**src/rtl/rilbp_pkg.sv**
```systemverilog
package rilbp_pkg;

  // Fixed field widths
  localparam int unsigned CODE_BITS       = 8;
  localparam int unsigned NEIGHBOURS      = 8;
  localparam int unsigned WIDTH_REG_BITS  = 8;
  localparam int unsigned HEIGHT_REG_BITS = 12;
  localparam int unsigned CFG_DATA_BITS   = 12;
  localparam int unsigned CFG_IDX_BITS    = 1;

  // Smallest usable image dimension
  localparam int unsigned MIN_DIM = 3;

  // Configuration register indices
  typedef enum logic [CFG_IDX_BITS-1:0] {
    REG_IMAGE_WIDTH  = 1'b0,
    REG_IMAGE_HEIGHT = 1'b1
  } cfg_reg_e;

  // Register values after reset
  localparam logic [WIDTH_REG_BITS-1:0]  IMAGE_WIDTH_RST  = 8'd128;
  localparam logic [HEIGHT_REG_BITS-1:0] IMAGE_HEIGHT_RST = 12'd4095;

  // One result item
  typedef struct packed {
    logic [CODE_BITS-1:0] lbp_code;
    logic                 row_end;
    logic                 frame_end;
  } code_t;

endpackage

```
**src/rtl/rilbp_ifs.sv**
```systemverilog
// Pixel stream channel
interface rilbp_pix_if #(
  parameter int unsigned PIXEL_BITS = 8
);
  logic                  valid;
  logic                  ready;
  logic [PIXEL_BITS-1:0] pixel;

  modport source (output valid, output pixel, input ready);
  modport sink   (input valid, input pixel, output ready);
endinterface

// Code stream channel
interface rilbp_code_if;
  logic                               valid;
  logic                               ready;
  logic [rilbp_pkg::CODE_BITS-1:0]    lbp_code;
  logic                               row_end;
  logic                               frame_end;

  modport source (output valid, output lbp_code, output row_end, output frame_end, input ready);
  modport sink   (input valid, input lbp_code, input row_end, input frame_end, output ready);
endinterface

```
**src/rtl/rilbp_line_buf.sv**
```systemverilog
// Two-row line store: one word per column holds {row above, current row}.
// One read and one write port, read data registered.
module rilbp_line_buf #(
  parameter int unsigned DEPTH     = 128,
  parameter int unsigned DATA_BITS = 16,
  parameter int unsigned AW        = 7
) (
  input  logic                 clk_i,
  input  logic                 rd_en_i,
  input  logic [AW-1:0]        rd_addr_i,
  output logic [DATA_BITS-1:0] rd_data_o,
  input  logic                 wr_en_i,
  input  logic [AW-1:0]        wr_addr_i,
  input  logic [DATA_BITS-1:0] wr_data_i
);

  logic [DATA_BITS-1:0] mem_q [DEPTH];
  logic [DATA_BITS-1:0] rd_data_q;

  // write port
  always_ff @(posedge clk_i) begin
    if (wr_en_i) begin
      mem_q[wr_addr_i] <= wr_data_i;
    end
  end

  // registered read port
  always_ff @(posedge clk_i) begin
    if (rd_en_i) begin
      rd_data_q <= mem_q[rd_addr_i];
    end
  end

  assign rd_data_o = rd_data_q;

endmodule

```
**src/rtl/rotation_invariant_lbp_3x3.sv**
```systemverilog
// Output path: the pixel completing a window is held in the stage 1 register, then its
//   code is written to the output register.
// Throughput: one pixel per cycle unless stalled; the line store read at the column counter
//   and the window/compare stage both take a new pixel each cycle. A stalled sink holding a
//   code keeps its successor in stage 1, and input ready follows the sink's ready in that cycle.
// Reset (rst_ni, asynchronous, active low): counters, window and valids cleared, registers
//   return to width 128 / height 4095; the line store is not cleared.
module rotation_invariant_lbp_3x3 #(
  parameter int unsigned MAX_WIDTH  = 128,
  parameter int unsigned PIXEL_BITS = 8
) (
  input  logic                                  clk_i,
  input  logic                                  rst_ni,
  input  logic                                  cfg_we_i,
  input  logic [rilbp_pkg::CFG_IDX_BITS-1:0]    cfg_idx_i,
  input  logic [rilbp_pkg::CFG_DATA_BITS-1:0]   cfg_data_i,
  rilbp_pix_if.sink                             pix_i,
  rilbp_code_if.source                          code_o
);

  localparam int unsigned CW = (MAX_WIDTH > 1) ? $clog2(MAX_WIDTH) : 1;
  localparam int unsigned WW = (CW + 1 > rilbp_pkg::WIDTH_REG_BITS) ? CW + 1
                                                                    : rilbp_pkg::WIDTH_REG_BITS;
  localparam int unsigned HB = rilbp_pkg::HEIGHT_REG_BITS;
  localparam int unsigned CB = rilbp_pkg::CODE_BITS;

  // smallest circular rotation of the comparison pattern
  function automatic logic [CB-1:0] min_rot(input logic [CB-1:0] p);
    logic [CB-1:0] best;
    logic [CB-1:0] rot;
    best = p;
    for (int i = 1; i < CB; i++) begin
      rot = (p >> i) | (p << (CB - i));
      if (rot < best) begin
        best = rot;
      end
    end
    return best;
  endfunction

  // configuration registers
  logic [rilbp_pkg::WIDTH_REG_BITS-1:0] width_q;
  logic [HB-1:0]                        height_q;

  always_ff @(posedge clk_i or negedge rst_ni) begin
    if (!rst_ni) begin
      width_q  <= rilbp_pkg::IMAGE_WIDTH_RST;
      height_q <= rilbp_pkg::IMAGE_HEIGHT_RST;
    end else if (cfg_we_i) begin
      unique case (rilbp_pkg::cfg_reg_e'(cfg_idx_i))
        rilbp_pkg::REG_IMAGE_WIDTH: begin
          width_q <= cfg_data_i[rilbp_pkg::WIDTH_REG_BITS-1:0];
        end
        rilbp_pkg::REG_IMAGE_HEIGHT: begin
          height_q <= cfg_data_i[HB-1:0];
        end
        default: begin
        end
      endcase
    end
  end

  // effective dimensions after clamping
  logic [WW-1:0] w_raw, w_eff, col_ext, col_eff;
  logic [HB-1:0] h_eff;
  logic [CW-1:0] col_q, col_d;
  logic [HB-1:0] row_q, row_d;
  logic          last_col, last_row, code_here;

  always_comb begin
    w_raw = WW'(width_q);
    if (w_raw < WW'(rilbp_pkg::MIN_DIM)) begin
      w_eff = WW'(rilbp_pkg::MIN_DIM);
    end else if (w_raw > WW'(MAX_WIDTH)) begin
      w_eff = WW'(MAX_WIDTH);
    end else begin
      w_eff = w_raw;
    end
    h_eff = (height_q < HB'(rilbp_pkg::MIN_DIM)) ? HB'(rilbp_pkg::MIN_DIM) : height_q;

    col_ext   = WW'(col_q);
    col_eff   = (col_ext >= w_eff) ? w_eff - WW'(1) : col_ext;
    last_col  = (col_eff >= w_eff - WW'(1));
    last_row  = (row_q >= h_eff - HB'(1));
    code_here = (row_q >= HB'(2)) && (col_eff >= WW'(2));
  end

  // handshake and stage control
  logic s1_valid_q, s1_code_q, s1_row_end_q, s1_frame_end_q;
  logic out_valid_q;
  logic s1_adv, in_xfer;

  assign s1_adv      = s1_valid_q && (!s1_code_q || !out_valid_q || code_o.ready);
  assign pix_i.ready = !s1_valid_q || s1_adv;
  assign in_xfer     = pix_i.valid && pix_i.ready;

  // raster counters
  always_comb begin
    col_d = col_q;
    row_d = row_q;
    if (in_xfer) begin
      if (last_col) begin
        col_d = '0;
        row_d = last_row ? '0 : row_q + HB'(1);
      end else begin
        col_d = CW'(col_eff + WW'(1));
      end
    end
  end

  always_ff @(posedge clk_i or negedge rst_ni) begin
    if (!rst_ni) begin
      col_q <= '0;
      row_q <= '0;
    end else begin
      col_q <= col_d;
      row_q <= row_d;
    end
  end

  // stage 1: pixel, column and flags alongside the line store read
  logic [PIXEL_BITS-1:0] s1_pix_q;
  logic [CW-1:0]         s1_col_q;

  always_ff @(posedge clk_i or negedge rst_ni) begin
    if (!rst_ni) begin
      s1_valid_q     <= 1'b0;
      s1_code_q      <= 1'b0;
      s1_row_end_q   <= 1'b0;
      s1_frame_end_q <= 1'b0;
    end else if (in_xfer) begin
      s1_valid_q     <= 1'b1;
      s1_code_q      <= code_here;
      s1_row_end_q   <= last_col;
      s1_frame_end_q <= last_col && last_row;
    end else if (s1_adv) begin
      s1_valid_q <= 1'b0;
    end
  end

  always_ff @(posedge clk_i) begin
    if (in_xfer) begin
      s1_pix_q <= pix_i.pixel;
      s1_col_q <= CW'(col_eff);
    end
  end

  // line store: read at transfer, written back as the item leaves stage 1
  logic [2*PIXEL_BITS-1:0] lb_rd_data;
  logic [PIXEL_BITS-1:0]   top, mid;

  assign top = lb_rd_data[2*PIXEL_BITS-1:PIXEL_BITS];
  assign mid = lb_rd_data[PIXEL_BITS-1:0];

  rilbp_line_buf #(
    .DEPTH     (MAX_WIDTH),
    .DATA_BITS (2 * PIXEL_BITS),
    .AW        (CW)
  ) u_line_buf (
    .clk_i     (clk_i),
    .rd_en_i   (in_xfer),
    .rd_addr_i (CW'(col_eff)),
    .rd_data_o (lb_rd_data),
    .wr_en_i   (s1_adv),
    .wr_addr_i (s1_col_q),
    .wr_data_i ({mid, s1_pix_q})
  );

  // 3x3 window: two previous columns, rows top / middle / bottom
  logic [PIXEL_BITS-1:0] win_q [2][3];

  always_ff @(posedge clk_i or negedge rst_ni) begin
    if (!rst_ni) begin
      for (int k = 0; k < 2; k++) begin
        for (int j = 0; j < 3; j++) begin
          win_q[k][j] <= '0;
        end
      end
    end else if (s1_adv) begin
      win_q[0][0] <= win_q[1][0];
      win_q[0][1] <= win_q[1][1];
      win_q[0][2] <= win_q[1][2];
      win_q[1][0] <= top;
      win_q[1][1] <= mid;
      win_q[1][2] <= s1_pix_q;
    end
  end

  // neighbour compare, bit i for neighbour i starting at left, going anticlockwise
  localparam int unsigned NB_CNT = rilbp_pkg::NEIGHBOURS;
  logic [PIXEL_BITS-1:0] nb [NB_CNT];
  logic [CB-1:0]         pattern;
  logic [PIXEL_BITS-1:0] centre;

  assign centre = win_q[1][1];
  assign nb[0]  = win_q[0][1];
  assign nb[1]  = win_q[0][2];
  assign nb[2]  = win_q[1][2];
  assign nb[3]  = s1_pix_q;
  assign nb[4]  = mid;
  assign nb[5]  = top;
  assign nb[6]  = win_q[1][0];
  assign nb[7]  = win_q[0][0];

  always_comb begin
    for (int i = 0; i < NB_CNT; i++) begin
      pattern[i] = (nb[i] >= centre);
    end
  end

  // output register
  rilbp_pkg::code_t out_q;

  always_ff @(posedge clk_i or negedge rst_ni) begin
    if (!rst_ni) begin
      out_valid_q <= 1'b0;
    end else if (s1_adv && s1_code_q) begin
      out_valid_q <= 1'b1;
    end else if (code_o.ready) begin
      out_valid_q <= 1'b0;
    end
  end

  always_ff @(posedge clk_i) begin
    if (s1_adv && s1_code_q) begin
      out_q.lbp_code  <= min_rot(pattern);
      out_q.row_end   <= s1_row_end_q;
      out_q.frame_end <= s1_frame_end_q;
    end
  end

  assign code_o.valid     = out_valid_q;
  assign code_o.lbp_code  = out_q.lbp_code;
  assign code_o.row_end   = out_q.row_end;
  assign code_o.frame_end = out_q.frame_end;

  // checks
  a_frame_end_is_row_end : assert property (@(posedge clk_i) disable iff (!rst_ni)
    out_valid_q && out_q.frame_end |-> out_q.row_end)
    else $error("frame end flagged without row end");

  a_code_is_min_rotation : assert property (@(posedge clk_i) disable iff (!rst_ni)
    out_valid_q |-> out_q.lbp_code <= {out_q.lbp_code[0], out_q.lbp_code[CB-1:1]})
    else $error("code is not the smallest rotation");

  a_no_same_column_rw : assert property (@(posedge clk_i) disable iff (!rst_ni)
    in_xfer && s1_adv |-> s1_col_q != CW'(col_eff))
    else $error("line store read and write collide on one column");

  a_frame_wrap : assert property (@(posedge clk_i) disable iff (!rst_ni)
    in_xfer && last_col && last_row |=> row_q == '0 && col_q == '0)
    else $error("counters did not restart after the last pixel of a frame");

endmodule

```
**src/flat_wrapper.sv**
```systemverilog
// flat-port wrapper written by rule: the top's interface ports become plain ports
module rotation_invariant_lbp_3x3_flat 
#(
  parameter int unsigned MAX_WIDTH  = 128,
  parameter int unsigned PIXEL_BITS = 8
)
  (clk_i, rst_ni, cfg_we_i, cfg_idx_i, cfg_data_i, pix_i_valid, pix_i_pixel, pix_i_ready, code_o_valid, code_o_lbp_code, code_o_row_end, code_o_frame_end, code_o_ready);
  rilbp_pix_if #(.PIXEL_BITS(PIXEL_BITS)) pix_i_i ();
  rilbp_code_if code_o_i ();
  input  logic clk_i;
  input  logic rst_ni;
  input  logic cfg_we_i;
  input  logic [rilbp_pkg::CFG_IDX_BITS-1:0] cfg_idx_i;
  input  logic [rilbp_pkg::CFG_DATA_BITS-1:0] cfg_data_i;
  input wire logic [$bits(pix_i_i.valid)-1:0] pix_i_valid;
  input wire logic [$bits(pix_i_i.pixel)-1:0] pix_i_pixel;
  output wire logic [$bits(pix_i_i.ready)-1:0] pix_i_ready;
  output wire logic [$bits(code_o_i.valid)-1:0] code_o_valid;
  output wire logic [$bits(code_o_i.lbp_code)-1:0] code_o_lbp_code;
  output wire logic [$bits(code_o_i.row_end)-1:0] code_o_row_end;
  output wire logic [$bits(code_o_i.frame_end)-1:0] code_o_frame_end;
  input wire logic [$bits(code_o_i.ready)-1:0] code_o_ready;
  assign pix_i_i.valid = pix_i_valid;
  assign pix_i_i.pixel = pix_i_pixel;
  assign pix_i_ready = pix_i_i.ready;
  assign code_o_valid = code_o_i.valid;
  assign code_o_lbp_code = code_o_i.lbp_code;
  assign code_o_row_end = code_o_i.row_end;
  assign code_o_frame_end = code_o_i.frame_end;
  assign code_o_i.ready = code_o_ready;
  rotation_invariant_lbp_3x3 #(.MAX_WIDTH(MAX_WIDTH), .PIXEL_BITS(PIXEL_BITS)) u_core (.clk_i(clk_i), .rst_ni(rst_ni), .cfg_we_i(cfg_we_i), .cfg_idx_i(cfg_idx_i), .cfg_data_i(cfg_data_i), .pix_i(pix_i_i), .code_o(code_o_i));
endmodule
```
**config.mk**
```make
export PLATFORM = sky130hd
export DESIGN_NAME = rotation_invariant_lbp_3x3_flat
export DESIGN_NICKNAME = d
export VERILOG_FILES = /design/src/rtl/rilbp_pkg.sv /design/src/rtl/rilbp_ifs.sv /design/src/rtl/rilbp_line_buf.sv /design/src/rtl/rotation_invariant_lbp_3x3.sv /design/src/flat_wrapper.sv
export SDC_FILE = /design/constraint.sdc
export NUM_CORES = 2
export LEC_CHECK = 0
export BUFFER_PORTS_ARGS = -buffer_cell sky130_fd_sc_hd__buf_2
export CORE_UTILIZATION = 55
export CTS_BUF_LIST = sky130_fd_sc_hd__clkbuf_16
export CTS_CLUSTER_DIAMETER = 40
export CTS_CLUSTER_SIZE = 16
export DETAILED_ROUTE_END_ITERATION = 10
export PLACE_DENSITY_LB_ADDON = 0.08
export SLEW_MARGIN = 20
export SYNTH_ARGS = -nofsm -noshare
export SYNTH_HDL_FRONTEND = slang
export SYNTH_HIERARCHICAL = 1
export SYNTH_SLANG_ARGS = --single-unit
```
**constraint.sdc**
```tcl
create_clock -name clk_i -period 27.7 [get_ports clk_i]
set_input_delay 1.385 -clock clk_i [delete_from_list [all_inputs] [get_ports clk_i]]
set_output_delay 1.385 -clock clk_i [all_outputs]
set_load 0.01 [all_outputs]
```
==> flow_summary.json <==
{
  "status": "finished, final reports clean",
  "timing.rr.start": "u_core/u_line_buf/rd_data_o[5]$_DFFE_PP_",
  "worstMarginPinSlew_ns": 1.18,
  "route.antenna.remaining_nets": 0,
  "synth_xor_area_frac": 0.00300,
  "max_slew_margin": 0.209,
  "worstPathRequired_ns": 28.30,
  "yosys.area.top_type": "edfxtp_1",
  "final_layout_size_suffix_gt1_frac": 0.330,
  "grt_max_degree": 119,
  "clk_pin_slew_ns": 0.06,
  "synth_area_leaders": "edfxtp_1 72%, mux4_2 17%, dfrtp_1 2.3%, ha_1 2.0%, nor2_1 0.75%",
  "post_cts_resize_count": 0,
  "post-cts-setup-buffer-count": 0,
  "critPathLaunchType": "flop",
  "synth_edf_count": 2089,
  "hold_violations": 0,
  "synth_top_family_by_area": "multiplexers",
  "critPathKind": "flop to flop",
  "yosys.area_share.simple": 0.0237,
  "cap_violations": 0,
  "end_kind": "flop",
  "grt_use_total": 0.268,
  "final_cell_count_no_fill": 6663,
  "holdBufCountCts": 0,
  "cts.sinks": 2181,
  "num_rows": 146,
  "yosysMostFrequentCell": "edfxtp_1",
  "placed_cells": 6141,
  "setup_ws_ns": 12.66,
  "wl_mm": 212,
  "period_needed_ns": 15.04,
  "synth_adder_area_share": 0.0203,
  "nets": 4532,
  "finClkSkew_ns": 0.0676,
  "htreeDepth": 5,
  "path_max_fanout": 46,
  "portBuffers": 37,
  "synth_top_area_share": 0.716,
  "syn_to_final_growth_pct": 15.1,
  "grt_antenna_before_repair": 12,
  "cp_slowest_cell": "edfxtp_1",
  "dr.first_iter.drc_count": 4673,
  "ys_types": 82,
  "cts_tree": "built",
  "vias_per_cell": 6.38,
  "startpoint": "u_core/u_line_buf/rd_data_o[5]$_DFFE_PP_",
  "rsz0062_at_grt": "false",
  "slew_violations": 0,
  "coreArea_um2": 158000,
  "fillers": 10570,
  "hpwl_mm": 118,
  "root_buffer": "clkbuf_16",
  "grt_pass1_wl_mm": 306,
  "overflow": 0,
  "synth_compound_area_frac": 0.0177,
  "die_area_um2": 161000,
  "max_freq_mhz": 66.5,
  "final_cell_area_um2": 101000,
  "tns_ns": 0,
  "yosysWarnings": 6,
  "die_height_um": 401,
  "syn_nets": 4187,
  "setup_viol": 0,
  "drt_first_pass_iters": 5,
  "grt_pass1_vias": 43156,
  "die_x_um": 401,
  "syn_area_um2": 87600,
  "num_io_pins": 38,
  "place_area_um2": 91300,
  "async_flop_share": 0.0422,
  "critPathMaxStageDelay_ns": 0.93,
  "synthMuxAreaShare": 0.182,
  "start_util": 0.554,
  "min_path_type": "input port to async pin",
  "syn_inst": 4019,
  "clk_latency_ns": 0.93,
  "vias": 42482,
  "post-route-period-util": 0.543,
  "post-place-ws_ns": 12.72,
  "syn_avg_cell_area_um2": 21.8,
  "cts_buffer_depth": 4,
  "gp_congestion": 0.832,
  "drc": 0,
  "wl_per_cell_um": 31.8,
  "cp_data_arrival_time_ns": 15.64,
  "ys_seq_elements": 2181,
  "ys_seq_area_frac": 0.742,
  "numCtsBuffers": 293,
  "synth_common_cells": "2,089 x edfxtp_1, 672 x mux4_2, 176 x nor2_1",
  "synth_ff_type": "edfxtp_1"
}
[kinds of logic (layout without fill, tap and decap cells)]
family / after synthesis / count (layout)
DFF: 2181 / 2181
muxes: 743 / 743
and+or+nand+nor: 474 / 474
buffers and inverters: 236 / 801
AOI/OAI and AO/OA: 213 / 213
adders and majority gates: 142 / 142
xor gates and xnor gates: 30 / 30
other: 0 / 7
[state kept, by name, indices dropped and copies added, names as in the netlist, 8 cells and up]
name                         count
u_core/centre                    8
u_core/code_o.lbp_code           8
u_core/height_q                 12
u_core/nb                       40
u_core/row_q                    12
u_core/s1_pix_q                  8
u_core/u_line_buf/mem_q       2048
u_core/u_line_buf/rd_data_o     16
u_core/w_raw                     8
[cell usage in the layout (no fill, tap or decap), drive strengths merged, types with 4 or more instances in the layout]
cell type / Yosys / layout
clkbuf: 101 / 298
nand4: 14 / 14
clkinv: 3 / 89
a22o: 5 / 5
bufinv: 0 / 17
nor2: 178 / 178
ha: 142 / 142
nand2b: 22 / 22
nor3: 15 / 15
nor4: 7 / 7
inv: 46 / 131
mux4: 672 / 672
o21a: 8 / 8
dfrtp: 79 / 79
o2111ai: 4 / 4
dfstp: 13 / 13
buf: 86 / 237
clkinvlp: 0 / 29
o21ai: 60 / 60
o31ai: 4 / 4
nand2: 166 / 166
a211o: 7 / 7
mux2: 55 / 55
o211ai: 5 / 5
a21oi: 46 / 46
a31oi: 5 / 5
edfxtp: 2089 / 2089
and3: 5 / 5
nor2b: 20 / 20
diode: 0 / 7
mux2i: 16 / 16
xnor2: 16 / 16
a21o: 28 / 28
a211oi: 11 / 11
xor2: 14 / 14
nand3: 33 / 33
[worst paths after layout]
kind	to	slack [ns]	cells past startpoint
worst max-delay path	u_core/code_o.lbp_code[0]$_DFFE_PP_	12.66	64
worst max register to register	u_core/code_o.lbp_code[0]$_DFFE_PP_	12.66	64
worst min-delay path	u_core/row_q[10]$_DFFE_PN0P_	0.44	1
worst min register to register	u_core/code_o.row_end$_DFFE_PP_	0.45	0
min in group clk_i	u_core/code_o.row_end$_DFFE_PP_	0.45	0
max in group asynchronous	u_core/nb[8]$_DFFE_PN0P_	26.00	2
[final cells by class]
class / count / area (um2) / area share
flip-flops and latches: 2181 / 65000 / 0.645
clock inverters: 217 / 2080 / 0.0207
well taps: 2072 / 2590 / 0.0257
repair buffers: 237 / 1730 / 0.0171
inverters: 49 / 191 / 0.00190
multi-input cells: 1602 / 21700 / 0.216
clock buffers: 298 / 7460 / 0.0739
diodes: 7 / 17.5 / 0.000174
[routing by layer]
metal | GRT usage | wire [um] | vias to the layer above
met5 | 0 | 28 | -
met4 | 0.0969 | 7390 | 4
met3 | 0.0689 | 18900 | 389
met2 | 0.401 | 97800 | 1663
met1 | 0.387 | 87800 | 22797
li1 | - | - | 17629
[metrics by stage]
step	utilization	hold slack [ns]
global route	0.637	0.435
detailed placement	0.577	0.442
CTS	0.637	0.402
floorplan	-	0.426
global placement	0.577	0.434
finish	0.638	0.445
[critical path, delay by kind of cell (launching register included)]
family | cells | cell delay [ns]
multiplexers | 4 | 1.18
AND/OR/NAND/NOR | 12 | 1.52
buffers and inverters | 4 | 1.14
AO/OA/AOI/OAI | 36 | 7.59
adder cells (fa/ha/maj) | 8 | 2.34
flip-flops | 1 | 0.93
Power is not shown: default switching activity piles up to over one toggle a cycle in this logic, so the estimate is an artifact.
